===== src/rtl/mct_pkg.sv =====
// Package for the mm:ss countdown timer: item codes, command type and the
// digit helpers shared by the front decoder and the back executor.
// No dependencies.
`default_nettype none
package mct_pkg;

    localparam int FIFO_DEPTH = 2;

    localparam logic [1:0] OP_KEY     = 2'd0;
    localparam logic [1:0] OP_SECOND  = 2'd1;
    localparam logic [1:0] OP_REFRESH = 2'd2;

    localparam logic [5:0] MAX_VALUE = 6'd59;
    localparam logic [6:0] SEG_OFF   = 7'h7F;

    typedef enum logic [3:0] {
        CMD_DIGIT,
        CMD_PAUSE,
        CMD_CLEAR,
        CMD_BACK,
        CMD_START,
        CMD_ARM,
        CMD_PLUS,
        CMD_TICK,
        CMD_REFRESH,
        CMD_NOP
    } t_cmd_kind;

    typedef struct packed {
        t_cmd_kind  kind;
        logic [3:0] digit;
    } t_cmd;

    localparam int CMD_W = $bits(t_cmd);

    typedef struct packed {
        logic       alarm;
        logic       click;
        logic       paused;
        logic       running;
        logic [5:0] seconds;
        logic [5:0] minutes;
        logic [3:0] digit_sel;
        logic [6:0] segments;
    } t_result;

    // keypad layout: 7 8 9 / | 4 5 6 * | 1 2 3 - | C 0 = +
    function automatic t_cmd key_decode(input logic [3:0] pos);
        t_cmd c;
        c.kind  = CMD_DIGIT;
        c.digit = 4'd0;
        case (pos)
            4'd0:    c.digit = 4'd7;
            4'd1:    c.digit = 4'd8;
            4'd2:    c.digit = 4'd9;
            4'd3:    c.kind  = CMD_PAUSE;
            4'd4:    c.digit = 4'd4;
            4'd5:    c.digit = 4'd5;
            4'd6:    c.digit = 4'd6;
            4'd7:    c.kind  = CMD_CLEAR;
            4'd8:    c.digit = 4'd1;
            4'd9:    c.digit = 4'd2;
            4'd10:   c.digit = 4'd3;
            4'd11:   c.kind  = CMD_BACK;
            4'd12:   c.kind  = CMD_START;
            4'd13:   c.digit = 4'd0;
            4'd14:   c.kind  = CMD_ARM;
            default: c.kind  = CMD_PLUS;
        endcase
        return c;
    endfunction

    // tens digit of a value below 64: (v*13)>>7
    function automatic logic [3:0] tens_of(input logic [5:0] v);
        logic [9:0] p;
        p = 10'(v) * 10'd13;
        return 4'(p[9:7]);
    endfunction

    function automatic logic [3:0] ones_of(input logic [5:0] v);
        logic [6:0] t10;
        t10 = 7'(tens_of(v)) * 7'd10;
        return 4'(7'(v) - t10);
    endfunction

    function automatic logic [5:0] sat59(input logic [7:0] v);
        return (v > 8'(MAX_VALUE)) ? MAX_VALUE : v[5:0];
    endfunction

    function automatic logic [6:0] font(input logic [3:0] d);
        logic [6:0] s;
        case (d)
            4'd0:    s = 7'h40;
            4'd1:    s = 7'h79;
            4'd2:    s = 7'h24;
            4'd3:    s = 7'h30;
            4'd4:    s = 7'h19;
            4'd5:    s = 7'h12;
            4'd6:    s = 7'h02;
            4'd7:    s = 7'h78;
            4'd8:    s = 7'h00;
            4'd9:    s = 7'h10;
            default: s = SEG_OFF;
        endcase
        return s;
    endfunction

endpackage
`default_nettype wire


===== src/rtl/mct_front.sv =====
// Front end: takes input requests and classifies them into commands.
// Depends on mct_pkg.
`default_nettype none
module mct_front (
    input  wire logic          i_valid,
    output logic               o_ready,
    input  wire logic [1:0]    i_operation,
    input  wire logic [3:0]    i_key_position,
    input  wire logic          i_full,
    output logic               o_push,
    output mct_pkg::t_cmd      o_cmd
);

    always_comb begin
        o_cmd.kind  = mct_pkg::CMD_NOP;
        o_cmd.digit = 4'd0;
        case (i_operation)
            mct_pkg::OP_KEY:     o_cmd = mct_pkg::key_decode(i_key_position);
            mct_pkg::OP_SECOND:  o_cmd.kind = mct_pkg::CMD_TICK;
            mct_pkg::OP_REFRESH: o_cmd.kind = mct_pkg::CMD_REFRESH;
            default:             o_cmd.kind = mct_pkg::CMD_NOP;
        endcase
    end

    assign o_ready = !i_full;
    assign o_push  = i_valid && !i_full;

endmodule
`default_nettype wire


===== src/rtl/mct_fifo.sv =====
// Short command queue between front end and back end.
// Depends on nothing beyond its parameters.
`default_nettype none
module mct_fifo #(
    parameter int WIDTH = 8,
    parameter int DEPTH = 2
) (
    input  wire logic             i_clk,
    input  wire logic             i_rst_n,
    input  wire logic             i_push,
    input  wire logic [WIDTH-1:0] i_data,
    output logic                  o_full,
    output logic                  o_valid,
    input  wire logic             i_pop,
    output logic [WIDTH-1:0]      o_data
);

    localparam int PW = (DEPTH > 1) ? $clog2(DEPTH) : 1;
    localparam int CW = $clog2(DEPTH + 1);

    logic [WIDTH-1:0] r_mem [DEPTH];
    logic [PW-1:0]    r_wr_ptr;
    logic [PW-1:0]    r_rd_ptr;
    logic [CW-1:0]    r_count;
    logic             do_push;
    logic             do_pop;

    assign o_full  = (r_count == CW'(DEPTH));
    assign o_valid = (r_count != '0);
    assign o_data  = r_mem[r_rd_ptr];
    assign do_push = i_push && !o_full;
    assign do_pop  = i_pop && o_valid;

    function automatic logic [PW-1:0] bump(input logic [PW-1:0] p);
        return (p == PW'(DEPTH - 1)) ? '0 : PW'(p + 1'b1);
    endfunction

    always_ff @(posedge i_clk) begin
        if (!i_rst_n) begin
            r_wr_ptr <= '0;
            r_rd_ptr <= '0;
            r_count  <= '0;
        end else begin
            if (do_push) begin
                r_wr_ptr <= bump(r_wr_ptr);
            end
            if (do_pop) begin
                r_rd_ptr <= bump(r_rd_ptr);
            end
            if (do_push && !do_pop) begin
                r_count <= CW'(r_count + 1'b1);
            end else if (do_pop && !do_push) begin
                r_count <= CW'(r_count - 1'b1);
            end
        end
    end

    always_ff @(posedge i_clk) begin
        if (do_push) begin
            r_mem[r_wr_ptr] <= i_data;
        end
    end

endmodule
`default_nettype wire


===== src/rtl/mct_back.sv =====
// Back end: timer state, key/tick/refresh execution and output register.
// Depends on mct_pkg.
`default_nettype none
module mct_back (
    input  wire logic        i_clk,
    input  wire logic        i_rst_n,
    input  wire logic        i_cmd_valid,
    input  wire mct_pkg::t_cmd i_cmd,
    output logic             o_pop,
    output logic             o_valid,
    input  wire logic        i_ready,
    output mct_pkg::t_result o_result
);

    logic [5:0] r_min, n_min;
    logic [5:0] r_sec, n_sec;
    logic       r_active, n_active;
    logic       r_pause, n_pause;
    logic       r_stage, n_stage;
    logic [1:0] r_digits, n_digits;
    logic       r_armed, n_armed;
    logic [1:0] r_scan, n_scan;
    logic [6:0] r_seg, n_seg;
    logic [3:0] r_dig, n_dig;
    logic       r_out_valid;
    mct_pkg::t_result r_out, n_out;

    logic       do_show;
    logic       with_secs;
    logic       n_click;
    logic       n_alarm;
    logic [3:0] shown;

    assign o_pop    = i_cmd_valid && (!r_out_valid || i_ready);
    assign o_valid  = r_out_valid;
    assign o_result = r_out;

    always_comb begin
        n_min     = r_min;
        n_sec     = r_sec;
        n_active  = r_active;
        n_pause   = r_pause;
        n_stage   = r_stage;
        n_digits  = r_digits;
        n_armed   = r_armed;
        do_show   = 1'b0;
        with_secs = 1'b0;
        n_click   = 1'b0;
        n_alarm   = 1'b0;
        case (i_cmd.kind)
            mct_pkg::CMD_DIGIT: begin
                n_click = 1'b1;
                if (!r_stage) begin
                    if (r_digits == 2'd0) begin
                        n_min    = 6'(i_cmd.digit);
                        n_digits = 2'd1;
                    end else if (r_digits == 2'd1) begin
                        n_min    = mct_pkg::sat59(8'(r_min) * 8'd10 + 8'(i_cmd.digit));
                        n_stage  = 1'b1;
                        n_digits = 2'd0;
                    end
                end else begin
                    if (r_digits == 2'd0) begin
                        n_sec    = mct_pkg::sat59(8'(i_cmd.digit) * 8'd10);
                        n_digits = 2'd1;
                    end else begin
                        n_sec    = mct_pkg::sat59(8'(r_sec) + 8'(i_cmd.digit));
                        n_digits = 2'd0;
                    end
                end
                do_show = 1'b1;
                n_armed = 1'b0;
            end
            mct_pkg::CMD_START: begin
                n_click = 1'b1;
                if (r_armed) begin
                    n_active = 1'b1;
                    n_armed  = 1'b0;
                end
            end
            mct_pkg::CMD_PAUSE: begin
                n_click = 1'b1;
                if (r_active) begin
                    n_pause = !r_pause;
                end
            end
            mct_pkg::CMD_ARM: begin
                n_click = 1'b1;
                if (!r_active && (r_min != '0 || r_sec != '0)) begin
                    n_armed   = 1'b1;
                    do_show   = 1'b1;
                    with_secs = 1'b1;
                end
            end
            mct_pkg::CMD_CLEAR: begin
                n_click  = 1'b1;
                n_min    = '0;
                n_sec    = '0;
                n_stage  = 1'b0;
                n_digits = 2'd0;
                n_active = 1'b0;
                n_pause  = 1'b0;
                n_armed  = 1'b0;
                do_show  = 1'b1;
            end
            mct_pkg::CMD_BACK: begin
                n_click = 1'b1;
                if (r_stage && r_digits != 2'd0) begin
                    n_sec    = 6'(mct_pkg::tens_of(r_sec));
                    n_digits = 2'(r_digits - 1'b1);
                end else if (r_stage) begin
                    n_stage  = 1'b0;
                    n_digits = 2'd2;
                end else if (r_digits != 2'd0) begin
                    n_min    = 6'(mct_pkg::tens_of(r_min));
                    n_digits = 2'(r_digits - 1'b1);
                end
                do_show   = 1'b1;
                with_secs = 1'b1;
                n_armed   = 1'b0;
            end
            mct_pkg::CMD_PLUS: begin
                n_click = 1'b1;
            end
            mct_pkg::CMD_TICK: begin
                if (r_active && !r_pause) begin
                    if (r_sec != '0) begin
                        n_sec = 6'(r_sec - 1'b1);
                    end else if (r_min != '0) begin
                        n_min = 6'(r_min - 1'b1);
                        n_sec = mct_pkg::MAX_VALUE;
                    end else begin
                        n_active = 1'b0;
                        n_alarm  = 1'b1;
                    end
                end
            end
            mct_pkg::CMD_REFRESH: begin
                do_show   = 1'b1;
                with_secs = r_active || r_pause || r_armed;
            end
            default: begin
            end
        endcase
    end

    // display scan uses the updated time
    always_comb begin
        case (r_scan)
            2'd0:    shown = mct_pkg::tens_of(n_min);
            2'd1:    shown = mct_pkg::ones_of(n_min);
            2'd2:    shown = with_secs ? mct_pkg::tens_of(n_sec) : 4'd0;
            default: shown = with_secs ? mct_pkg::ones_of(n_sec) : 4'd0;
        endcase
        n_seg  = r_seg;
        n_dig  = r_dig;
        n_scan = r_scan;
        if (do_show) begin
            n_seg  = mct_pkg::font(shown);
            n_dig  = 4'(4'b0001 << r_scan);
            n_scan = 2'(r_scan + 1'b1);
        end
        n_out.segments  = n_seg;
        n_out.digit_sel = n_dig;
        n_out.minutes   = n_min;
        n_out.seconds   = n_sec;
        n_out.running   = n_active;
        n_out.paused    = n_pause;
        n_out.click     = n_click;
        n_out.alarm     = n_alarm;
    end

    always_ff @(posedge i_clk) begin
        if (!i_rst_n) begin
            r_min       <= '0;
            r_sec       <= '0;
            r_active    <= 1'b0;
            r_pause     <= 1'b0;
            r_stage     <= 1'b0;
            r_digits    <= 2'd0;
            r_armed     <= 1'b0;
            r_scan      <= 2'd0;
            r_seg       <= mct_pkg::SEG_OFF;
            r_dig       <= 4'd0;
            r_out_valid <= 1'b0;
        end else begin
            if (o_pop) begin
                r_min       <= n_min;
                r_sec       <= n_sec;
                r_active    <= n_active;
                r_pause     <= n_pause;
                r_stage     <= n_stage;
                r_digits    <= n_digits;
                r_armed     <= n_armed;
                r_scan      <= n_scan;
                r_seg       <= n_seg;
                r_dig       <= n_dig;
                r_out_valid <= 1'b1;
            end else if (i_ready) begin
                r_out_valid <= 1'b0;
            end
        end
    end

    always_ff @(posedge i_clk) begin
        if (o_pop) begin
            r_out <= n_out;
        end
    end

endmodule
`default_nettype wire


===== src/rtl/mmss_countdown_timer_keypad.sv =====
// Top level of the mm:ss keypad countdown timer: front decoder, command
// queue and back executor. Depends on mct_pkg, mct_front, mct_fifo, mct_back.
//
//  channel   | direction | tdata                       | tuser
//  ----------+-----------+-----------------------------+----------------
//  s_axis    | in        | key_position [3:0]          | operation [1:0]
//  m_axis    | out       | result, see port comment    | -
//
// One request per cycle sustained unless the output stalls; each request
// gives one result, decoded into the queue, then executed into the output
// register. Synchronous active-low reset clears the timer to 00:00 with the
// display blanked. A stalled output fills the queue, then s_axis_tready drops.
`default_nettype none
module mmss_countdown_timer_keypad #(
    parameter int FIFO_DEPTH = mct_pkg::FIFO_DEPTH
) (
    input  wire logic        i_clk,
    input  wire logic        i_rst_n,
    input  wire logic        s_axis_tvalid,
    output logic             s_axis_tready,
    input  wire logic [7:0]  s_axis_tdata,   // [3:0] key_position, [7:4] zero
    input  wire logic [1:0]  s_axis_tuser,   // [1:0] operation
    output logic             m_axis_tvalid,
    input  wire logic        m_axis_tready,
    // [6:0] segment_pattern, [10:7] digit_select, [16:11] minutes_now,
    // [22:17] seconds_now, [23] running, [24] is_paused, [25] click,
    // [26] alarm, [31:27] zero
    output logic [31:0]      m_axis_tdata
);

    logic                     fifo_full;
    logic                     fifo_valid;
    logic                     push;
    logic                     pop;
    mct_pkg::t_cmd            front_cmd;
    logic [mct_pkg::CMD_W-1:0] head_bits;
    mct_pkg::t_result         result;

    mct_front u_front (
        .i_valid        (s_axis_tvalid),
        .o_ready        (s_axis_tready),
        .i_operation    (s_axis_tuser),
        .i_key_position (s_axis_tdata[3:0]),
        .i_full         (fifo_full),
        .o_push         (push),
        .o_cmd          (front_cmd)
    );

    mct_fifo #(
        .WIDTH (mct_pkg::CMD_W),
        .DEPTH (FIFO_DEPTH)
    ) u_fifo (
        .i_clk   (i_clk),
        .i_rst_n (i_rst_n),
        .i_push  (push),
        .i_data  (front_cmd),
        .o_full  (fifo_full),
        .o_valid (fifo_valid),
        .i_pop   (pop),
        .o_data  (head_bits)
    );

    mct_back u_back (
        .i_clk       (i_clk),
        .i_rst_n     (i_rst_n),
        .i_cmd_valid (fifo_valid),
        .i_cmd       (mct_pkg::t_cmd'(head_bits)),
        .o_pop       (pop),
        .o_valid     (m_axis_tvalid),
        .i_ready     (m_axis_tready),
        .o_result    (result)
    );

    assign m_axis_tdata = {5'd0, result};

    ap_alarm_stops : assert property (@(posedge i_clk) disable iff (!i_rst_n)
        (m_axis_tvalid && result.alarm) |-> !result.running)
        else $error("alarm reported while still running");

    ap_pause_needs_run : assert property (@(posedge i_clk) disable iff (!i_rst_n)
        (m_axis_tvalid && result.paused) |-> result.running)
        else $error("paused without running");

    ap_digit_onehot : assert property (@(posedge i_clk) disable iff (!i_rst_n)
        m_axis_tvalid |-> $onehot0(result.digit_sel))
        else $error("digit select not one-hot");

    ap_full_on_stall : assert property (@(posedge i_clk) disable iff (!i_rst_n)
        (!s_axis_tready && $past(i_rst_n)) |-> $past(m_axis_tvalid && !m_axis_tready))
        else $error("queue full without output stall");

endmodule
`default_nettype wire

===== config.mk =====
export PLATFORM = sky130hd
export DESIGN_NAME = mmss_countdown_timer_keypad
export DESIGN_NICKNAME = d
export VERILOG_FILES = /design/src/rtl/mct_pkg.sv /design/src/rtl/mct_front.sv /design/src/rtl/mct_fifo.sv /design/src/rtl/mct_back.sv /design/src/rtl/mmss_countdown_timer_keypad.sv
export SDC_FILE = /design/constraint.sdc
export NUM_CORES = 1
export LEC_CHECK = 0
export ABC_AREA = 1
export CORE_MARGIN = 1
export CORE_UTILIZATION = 30
export CTS_BUF_LIST = sky130_fd_sc_hd__clkbuf_16
export DETAILED_ROUTE_END_ITERATION = 7
export DONT_BUFFER_PORTS = 1
export PLACE_DENSITY_LB_ADDON = 0.1
export SYNTH_ARGS = -nofsm -noshare
export SYNTH_HDL_FRONTEND = slang
export SYNTH_HIERARCHICAL = 1
export SYNTH_SLANG_ARGS = --single-unit

===== constraint.sdc =====
create_clock -name i_clk -period 8.9 [get_ports i_clk]
set_input_delay 0.89 -clock i_clk [delete_from_list [all_inputs] [get_ports i_clk]]
set_output_delay 0.89 -clock i_clk [all_outputs]
set_load 0.05 [all_outputs]

==> impl_metrics.py <==
metrics = {
    "run_status": {
        "status": "finished, final reports clean",
    },
    "route": {
        "ant_nets": 0,
        "wl_per_cell_um": 14.63,
        "vias": 6224,
        "drc_errors": 0,
        "drt_iter0_drc": 287,
        "finalWirelength_mm": 19.21,
        "routed_via_density": 4.740,
        "drtPass1Iterations": 5,
    },
    "placed_design": {
        "dp.cells": 1297,
        "dp_hpwl_mm": 14.90,
        "gp_congestion": 0.7985,
        "place_area_mm2": 0.007749,
        "io_buffers": 0,
        "dp_worst_setup_slack_ps": 1920,
    },
    "synth": {
        "ys.flop_type": "edfxtp_1",
        "async_flop_share": 0,
        "synth_area_mm2": 0.007406,
        "ys_types": 58,
        "seq_area_frac_synth": 0.2744,
        "synthCells": 984,
        "yosysWarnings": 6,
        "synth-seq-cells": 80,
        "synth_edf_count": 43,
        "avgSynthCellArea_um2": 7.526,
    },
    "grt": {
        "grt_overflow": 0,
        "grt_pass1_wl_mm": 32.04,
        "use_met2": 0.2534,
        "use_met3": 0.02917,
        "met1_usage": 0.2220,
        "grt_usage": 0.1589,
        "grt_max_degree": 48,
        "grt_pass1_vias": 5975,
        "antenna_found_initial": 0,
        "grt-busiest-layer": "met2",
    },
    "die": {
        "die_w_um": 159.1,
        "start_util": 0.3054,
        "row_count": 57,
        "io_pins": 48,
        "die_h_um": 159.1,
        "die_area_mm2": 0.02532,
        "coreArea_mm2": 0.02425,
    },
    "sta": {
        "setup_viol": 0,
        "setup_ws_ps": 1964,
        "finalMaxSlewViolations": 0,
        "fin_skew_ps": 6.159,
        "timing.final.crit_period_ps": 6936,
        "finalSetupTns_ps": 0,
        "worst_pin_slew_ps": 981.8,
        "rsz0062_at_grt": "false",
        "hold_viol_final": 0,
        "max-slew-margin-rel": 0.3447,
        "fin_crit_sh": 0.7794,
        "fmax_mhz": 144.2,
    },
    "clock_tree": {
        "cts.path.max_buffers": 2,
        "tritoncts": "done",
        "hold_buffers": 0,
        "worstSkewPairLatency_ps": 340,
        "cts_setup_buffers": 0,
        "cts.sinks": 80,
        "cts-root-buf": "clkbuf_16",
        "ctsResizeCount": 0,
        "cts_made_buffers": 9,
        "cts_htree_levels": 3,
        "clkTransAtPathRegs_ps": 60,
    },
    "setup_path": {
        "crit_top_cell": "nand2_1",
        "worstSetupPathType": "reg2reg",
        "reg2reg_from": "u_back/r_min[2]$_SDFFE_PN0P_",
        "slowest_delay_ps": 560,
        "r2r_slack_ps": 1960,
        "path_buf_inv": 8,
        "crit_path_start_kind": "flip-flop",
        "crit_family": "adder cells",
        "worst-path-max-fanout": 8,
        "cp_data_required_time_ps": 9000,
        "crit_arrival_ps": 7040,
        "crit_path_end_kind": "flip-flop",
        "crit_start": "u_back/r_min[2]$_SDFFE_PN0P_",
        "cp_slowest_cell": "dfxtp_1",
    },
    "finish": {
        "fin_nets": 1113,
        "area_delta_synth_final_pct": 8.447,
        "final_cell_area_mm2": 0.008031,
        "drive_gt1_frac": 0.08797,
        "fillers": 2701,
        "fin_cells": 1313,
        "antenna_cells": 0,
    },
    "job": {
        "drv_cap": 0,
    },
    "min_path": {
        "hold_start": "u_back/r_seg[0]$_SDFFE_PN1P_",
        "hold_path_class": "reg2reg",
    },
}
[path summary, 6_finish.rpt]
path | depth (start not counted) | to
worst max register to register | 41 | u_back/o_result[3]$_DFFE_PP_
worst min-delay path | 2 | u_back/r_seg[0]$_SDFFE_PN1P_
worst min register to register | 2 | u_back/r_seg[0]$_SDFFE_PN1P_
worst max-delay path | 41 | u_back/o_result[3]$_DFFE_PP_
[registers in the layout, summed over array words and instances, names as in the netlist, named ones only]
name             flops
u_back/r_digits      2
u_back/r_pause       1
u_back/r_dig         4
u_back/r_scan        2
u_fifo/r_rd_ptr      1
u_back/o_valid       1
u_back/o_result     27
u_fifo/r_wr_ptr      1
u_back/r_sec         6
u_fifo/r_mem        16
u_back/r_min         6
u_back/r_armed       1
u_back/r_seg         7
u_back/r_stage       1
u_back/r_active      1
u_fifo/r_count       2
[metal layers]
layer  wire length [µm]  vias up
li1                   -     3242
met1               9879     2863
met2               8471      103
met3                660       16
met4                199        0
met5                  0        -
[tightest hold or removal path, stage by stage, from the launching register on]
cell and delay, ps:
dfxtp_1 320, a21oi_1 60, nand2_1 50
[synthesized netlist by cell type, drive strengths merged, types with 3 or more instances]
cell type,n,share of area
a211oi,14,0.014
a21oi,56,0.038
a311oi,3,0.0035
a31oi,4,0.0034
and2,3,0.0025
buf,11,0.010
clkbuf,7,0.0035
dfxtp,37,0.10
edfxtp,43,0.17
fa,14,0.038
ha,101,0.17
inv,182,0.093
mux2,8,0.012
nand2,214,0.12
nand3,85,0.063
nand3b,6,0.0078
nand4,16,0.014
nor2,80,0.051
nor3,9,0.0076
o211ai,10,0.010
o21a,3,0.0032
o21ai,50,0.035
or2,6,0.0051
xnor2,3,0.0035
[per-stage QoR]
stage / hold slack, ps / util
3_5_place_dp: 448.7 / 0.3196
3_3_place_gp: 441.1 / 0.3196
5_1_grt: 493.5 / 0.3312
6_report: 460.9 / 0.3312
4_1_cts: 464.3 / 0.3312
2_1_floorplan: 432.9 / -
[final cells by class]
cell class,count,area (µm²),area share
multi-input cells,707,4599,0.5727
flip-flops and latches,80,2032,0.2530
inverters,183,689.4,0.08584
well taps,324,405.4,0.05048
clock buffers,9,225.2,0.02804
clock inverters,7,57.56,0.007166
repair buffers,3,22.52,0.002804
[cells in the final DEF (no fill, tap or decap), drive strengths merged, types with 3 or more instances in the layout]
cell / n
a211oi: 14
a21oi: 56
a311oi: 3
a31oi: 4
and2: 3
buf: 3
clkbuf: 9
clkinv: 3
conb: 5
dfxtp: 37
edfxtp: 43
fa: 14
ha: 101
inv: 185
mux2: 8
nand2: 214
nand3: 85
nand3b: 6
nand4: 16
nor2: 80
nor3: 9
o211ai: 10
o21a: 3
o21ai: 50
or2: 6
xnor2: 3
[kinds of logic (layout without fill, tap and decap cells)]
| family | count (synthesis) | in the layout | synth area share |
|---|---|---|---|
| AOI/OAI and AO/OA | 154 | 154 | 0.1232 |
| xor gates and xnor gates | 5 | 5 | 0.005914 |
| adders and majority gates | 115 | 115 | 0.2085 |
| buffers and inverters | 201 | 202 | 0.1066 |
| DFF | 80 | 80 | 0.2744 |
| muxes | 8 | 8 | 0.01216 |
| other | 1 | 5 | 0.0005064 |
| and+or+nand+nor | 420 | 420 | 0.2688 |
Power is not shown: default switching activity piles up to over one toggle a cycle in this logic, so the estimate is an artifact.
